$ cat config.mk
export PLATFORM = sky130hd
export DESIGN_NAME = mtw_ctrl
export DESIGN_NICKNAME = d
export VERILOG_FILES = /design/src/rtl/core/mtw_pkg.sv /design/src/rtl/core/mtw_ctrl.sv
export SDC_FILE = /design/constraint.sdc
export NUM_CORES = 1
export LEC_CHECK = 0
export BUFFER_PORTS_ARGS = -buffer_cell sky130_fd_sc_hd__buf_2
export CAP_MARGIN = 10
export CORE_AREA = 2 2 39 41
export CTS_BUF_LIST = sky130_fd_sc_hd__clkbuf_16
export DETAILED_ROUTE_END_ITERATION = 12
export DIE_AREA = 0 0 41 43
export PLACE_DENSITY = 0.61
export SETUP_SLACK_MARGIN = 0.02
export SYNTH_ARGS = -nofsm -noshare
export SYNTH_HDL_FRONTEND = slang
export SYNTH_SLANG_ARGS = --single-unit
$ cat constraint.sdc
create_clock -name clk -period 1.2 [get_ports clk]
set_input_delay 0 -clock clk [delete_from_list [all_inputs] [get_ports clk]]
set_output_delay 0 -clock clk [all_outputs]
set_load 0.01 [all_outputs]
$ cat src/rtl/core/mtw_pkg.sv
// ---------------------------------------------------------------------------
// mtw_pkg: shared types and constants of the MT19937 word generator
// Algorithm constants, controller state encoding and the command/status
// bundles that join the controller and the datapath.
// ---------------------------------------------------------------------------
`default_nettype none

package mtw_pkg;

	localparam int unsigned STATE_DEPTH   = 624;
	localparam int unsigned MIDDLE_OFFSET = 397;

	localparam logic [31:0] TWIST_MATRIX  = 32'h9908_b0df;
	localparam logic [31:0] TEMPER_MASK_B = 32'h9d2c_5680;
	localparam logic [31:0] TEMPER_MASK_C = 32'hefc6_0000;
	localparam logic [31:0] INIT_MULT     = 32'd1812433253;

	typedef enum logic [3:0] {
		ST_BOOT,
		ST_IDLE,
		ST_GEN_RD,
		ST_GEN_OUT,
		ST_TW_FIRST,
		ST_TW_LOAD,
		ST_TW_RD,
		ST_TW_WR,
		ST_FILL_MUL,
		ST_FILL_WR
	} state_t;

	typedef struct packed {
		logic seed_load;   // write word 0 from the seed, start the fill
		logic seed_zero;   // seed is zero (reset) instead of the request field
		logic fill_mul;    // multiply step of the init recurrence
		logic fill_write;  // add index and store the next init word
		logic rd_first;    // read word 0 ahead of the twist
		logic cur_load;    // latch word 0 as the current twist word
		logic rd_twist;    // read next and middle words
		logic tw_write;    // store one twisted word
		logic rd_gen;      // read word at the read position
		logic out_load;    // temper into the output register
	} dp_cmd_t;

	typedef struct packed {
		logic pos_end;     // read position has reached the depth
		logic k_last;      // sweep counter is at the last entry
		logic out_free;    // output register can take a word this cycle
	} dp_status_t;

	function automatic logic [31:0] temper(input logic [31:0] y_in);
		logic [31:0] y;
		y = y_in;
		y = y ^ (y >> 11);
		y = y ^ ((y << 7) & TEMPER_MASK_B);
		y = y ^ ((y << 15) & TEMPER_MASK_C);
		y = y ^ (y >> 18);
		return y;
	endfunction

endpackage

`default_nettype wire

$ cat src/rtl/core/mtw_ctrl.sv
// ---------------------------------------------------------------------------
// mtw_ctrl: sequencer of the MT19937 generator
// Walks the seed fill, the state twist and the word read, one datapath
// command set per cycle.
// ---------------------------------------------------------------------------
`default_nettype none

module mtw_ctrl (
	input  wire logic                clk,
	input  wire logic                arst_n,
	input  wire logic                req_valid,
	input  wire logic                req_command,
	output logic                     req_ready,
	output mtw_pkg::dp_cmd_t         cmd,
	input  wire mtw_pkg::dp_status_t status
);

	mtw_pkg::state_t state_q, state_d;

	always_ff @(posedge clk or negedge arst_n) begin
		if (!arst_n) begin
			state_q <= mtw_pkg::ST_BOOT;
		end else begin
			state_q <= state_d;
		end
	end

	always_comb begin
		state_d   = state_q;
		cmd       = '0;
		req_ready = 1'b0;
		unique case (state_q)
			mtw_pkg::ST_BOOT: begin
				// reset behaves as a seed of zero
				cmd.seed_load = 1'b1;
				cmd.seed_zero = 1'b1;
				state_d       = mtw_pkg::ST_FILL_MUL;
			end
			mtw_pkg::ST_IDLE: begin
				req_ready = 1'b1;
				if (req_valid) begin
					if (req_command) begin
						cmd.seed_load = 1'b1;
						state_d       = mtw_pkg::ST_FILL_MUL;
					end else if (status.pos_end) begin
						state_d = mtw_pkg::ST_TW_FIRST;
					end else begin
						state_d = mtw_pkg::ST_GEN_RD;
					end
				end
			end
			mtw_pkg::ST_GEN_RD: begin
				cmd.rd_gen = 1'b1;
				state_d    = mtw_pkg::ST_GEN_OUT;
			end
			mtw_pkg::ST_GEN_OUT: begin
				if (status.out_free) begin
					cmd.out_load = 1'b1;
					state_d      = mtw_pkg::ST_IDLE;
				end
			end
			mtw_pkg::ST_TW_FIRST: begin
				cmd.rd_first = 1'b1;
				state_d      = mtw_pkg::ST_TW_LOAD;
			end
			mtw_pkg::ST_TW_LOAD: begin
				cmd.cur_load = 1'b1;
				state_d      = mtw_pkg::ST_TW_RD;
			end
			mtw_pkg::ST_TW_RD: begin
				cmd.rd_twist = 1'b1;
				state_d      = mtw_pkg::ST_TW_WR;
			end
			mtw_pkg::ST_TW_WR: begin
				cmd.tw_write = 1'b1;
				state_d      = status.k_last ? mtw_pkg::ST_GEN_RD : mtw_pkg::ST_TW_RD;
			end
			mtw_pkg::ST_FILL_MUL: begin
				cmd.fill_mul = 1'b1;
				state_d      = mtw_pkg::ST_FILL_WR;
			end
			mtw_pkg::ST_FILL_WR: begin
				cmd.fill_write = 1'b1;
				state_d        = status.k_last ? mtw_pkg::ST_IDLE : mtw_pkg::ST_FILL_MUL;
			end
			default: begin
				state_d = mtw_pkg::ST_BOOT;
			end
		endcase
	end

endmodule

`default_nettype wire

Yosys cells after proc, flatten, opt, wreduce, memory -nomap -nowiden
Index checks and enable logic that the tools add are counted.

Word-level logic and storage cells: 35. Output and inout bits: 11. Bits in registers: 4.

Equal/unequal tests: 11. Muxes and demuxes: 21. Reduce and logical (&&, ||, !) cells: 2.

Operators with widths (count): case mux 4 bit (10 select lines) (1); == test 4 x 3 -> 1 bit (second input constant) (4); two-way mux 4 bit (4); two-way mux 1 bit (13); == test 4 x 2 -> 1 bit (second input constant) (2); == test 4 bit (second input constant) (2); two-way mux 3 bit (2); == test 4 x 1 -> 1 bit (second input constant) (1); zero test 4 bit (1); != test 2 bit (second input constant) (2); case mux 1 bit (2 select lines) (1); AND reduction 2 bit (1).

Logic depth before layout (Yosys ltp)
Word-level depth: 4. Depth in mapped cells: 5.

Worst setup path before layout
No wires, ideal clock.

Kind: reg2out. Start: register state_q[3]. End: output port cmd[9] (netlist bit). Slack: -0.034 ns. Buffers on the path: 1. Stages on the path, launching flop included: 3. Arrival time: 1.234 ns. Path through: dfrtp_1 -> buf_2 -> a2111oi_0.

RTL lines: start, declared (line mtw_ctrl.sv:18) `mtw_pkg::state_t state_q, state_d;`; start signal, assigned (line mtw_ctrl.sv:22) `state_q <= mtw_pkg::ST_BOOT;`; start signal, assigned (line mtw_ctrl.sv:24) `state_q <= state_d;`; end, declared (line mtw_ctrl.sv:14) `output mtw_pkg::dp_cmd_t cmd,`.

==> results.toml <==
[cts]
numCtsBuffers = 3
clk_pin_slew_ps = 30
htree_levels = 1
clock-sinks = 4
clk_latency_ps = 220
cts_tree = "done"
cts_root_buf = "clkbuf_16"
cts_buffer_depth = 2

[timing]
finalCritPeriodShare = 1.08
maxSlewHeadroom = 0.835
worstMarginPinSlew_ps = 247
fin_skew_ps = 3.19
hold_slack_ps = 6.12
setup_ws_ps = -101
fmax_mhz = 768
drv_slew = 0
min_period_ps = 1300
report.final.hold_viol_count = 0
setup_viol = 6
rsz0062_at_grt = "yes"

[drt]
vias = 470
via_per_inst = 4.70
routed_wl_mm = 1.16
ant_nets = 0
wl_per_cell_um = 11.6
drtIter0Drc = 7
drc_errors = 0
first_pass_iters = 3

[setup_path]
crit_arrival_ps = 1300
rrSetupSlack_ps = -70
cp_max_fo = 7
regToRegStartpoint = "state_q[1]"
path_class = "reg -> out"
reg2reg_to = "state_q[1]"
cp-end-kind = "primary output"
worstPathRequired_ps = 1200
startpoint_type = "register"
r2r_cells = 3

[cells_and_area]
top_regs = "state_q x4"
top_register = "state_q"
fin_util = 0.581
diodes = 0
largest_reg_flops = 4
drive_above_1_share = 0.750
final_cells = 100
fillers = 127
area_growth_syn_to_layout_pct = 116
nets = 93

[floorplan]
initial_core_util = 0.269
die_x_um = 41
ioPinCount = 18
die_area_um2 = 1760
die_y_um = 43
core_area_um2 = 1380
num_rows = 14

[run]
max_cap_viol_count = 0

[grt]
grt_usage = 0.161
grt_antenna_before_repair = 0
grt_max_degree = 8
grt_pass1_vias = 467
grt.overflow.total = 0
grt_pass1_wl_mm = 1.88

[outcome]
violations = "negative setup slack"
status = "finished with violations"

[synth]
synth_area_per_cell_um2 = 8.11
ys_ff_latch = 4
synth_fp_nets = 53
synthesis.instances = 46
ys_seq_area_frac = 0.268
async_flop_share = 1.00
synth_edf_count = 0
yosys_warnings = 0
synth_top_area_share = 0.268
syn_area_um2 = 373
synth_area_leaders = "dfrtp_1 27%, nand2b_1 8.4%, nor2_1 6.0%"
ys.flop_type = "dfrtp_1"
synth_top_area_cell = "dfrtp_1"
synth_cell_type_count = 24

[worst_hold_path]
hold_depth = 2
hp-start = "status[0]"
holdPathEnd = "state_q[1]"
min_path_type = "in -> reg"

[power_and_ir_drop]
p_leak_nw = 0.393
vdd_drop_max_v = 0.00159
p_per_area_nw_per_um2 = 2490

[placed_design]
dp_hpwl_um = 764
port_buffers = 17
placed_cells = 87
place_congestion = 0.754
post-place-ws_ps = -83.9
==> layout by cell type, fill, tap and decap left out, types with 2 or more instances in the layout <==
cell,count
buf_2,16
buf_4,14
buf_6,8
nand2b_4,4
inv_1,4
dfrtp_2,4
nor2_1,3
a31oi_1,3
clkbuf_16,3
nor2_2,2
nor3_2,2
nand2_1,2
nand2b_1,2
==> how the worst max path moves through the flow <==
stage                          start    endpoint  slack [ps]
after detailed placement  state_q[1]  state_q[1]         -80
after global routing      state_q[0]      cmd[0]        -150
after floorplan           state_q[3]  state_q[3]          30
after global placement    state_q[1]  state_q[1]         -80
final                     state_q[3]      cmd[0]        -100
after CTS                 state_q[0]      cmd[0]        -100
==> layout make-up <==
class                   instances  area, um^2  area share
well taps                      16        20.0      0.0249
clock buffers                   3        75.1      0.0933
multi-input cells              34         304       0.378
inverters                       4        15.0      0.0187
repair buffers                 39         285       0.355
flip-flops and latches          4         105       0.131
==> stage by stage <==
step	TNS (ps)	cell area (um^2)	power, mW
6_report	-372	805	2.00
5_1_grt	-983	805	2.13
4_1_cts	-490	747	1.87
3_5_place_dp	-83.9	547	1.08
3_3_place_gp	-82.2	547	1.07
2_1_floorplan	0	380	0.764
==> power by group <==
part	switching [mW]	leakage, nW	internal [mW]
combinational	0.488	0.311	0.683
sequential	0.116	0.0451	0.197
clock	0.0897	0.0370	0.425
==> synthesized netlist by cell type (all sizes together), types with 3 or more instances <==
| cell | instances |
|---|---|
| a31oi | 3 |
| buf | 4 |
| dfrtp | 4 |
| inv | 4 |
| nand2 | 3 |
| nand2b | 6 |
| nor2 | 6 |
| nor3 | 4 |
==> kinds of logic after synthesis <==
group                  after synthesis  synth area share
buffers and inverters                8             0.117
and+or+nand+nor                     21             0.312
DFF                                  4             0.268
muxes                                1            0.0403
AOI/OAI and AO/OA                   12             0.262
==> worst max-delay path, cell delays in order, from the launching register on <==
cell	delay [ps]
dfrtp_2	450
or3_4	410
nor2_1	80
buf_2	130
==> routing by layer <==
layer	wire length (um)	track usage
met1	458	0.182
met2	618	0.259
met3	79	0.0785
met4	0	0.0400
met5	0	0
==> what timing repair did <==
| action | in CTS | in global routing |
|---|---|---|
| pin swaps | 5 | 6 |
| endpoints found under the setup margin | 14 | 15 |
| buffers inserted | 7 | 2 |
| hold buffers | 1 | 0 |
| resized for setup | 16 | 11 |
| hold endpoints to repair | 4 | 0 |
Power figures use the tool's default switching activity.
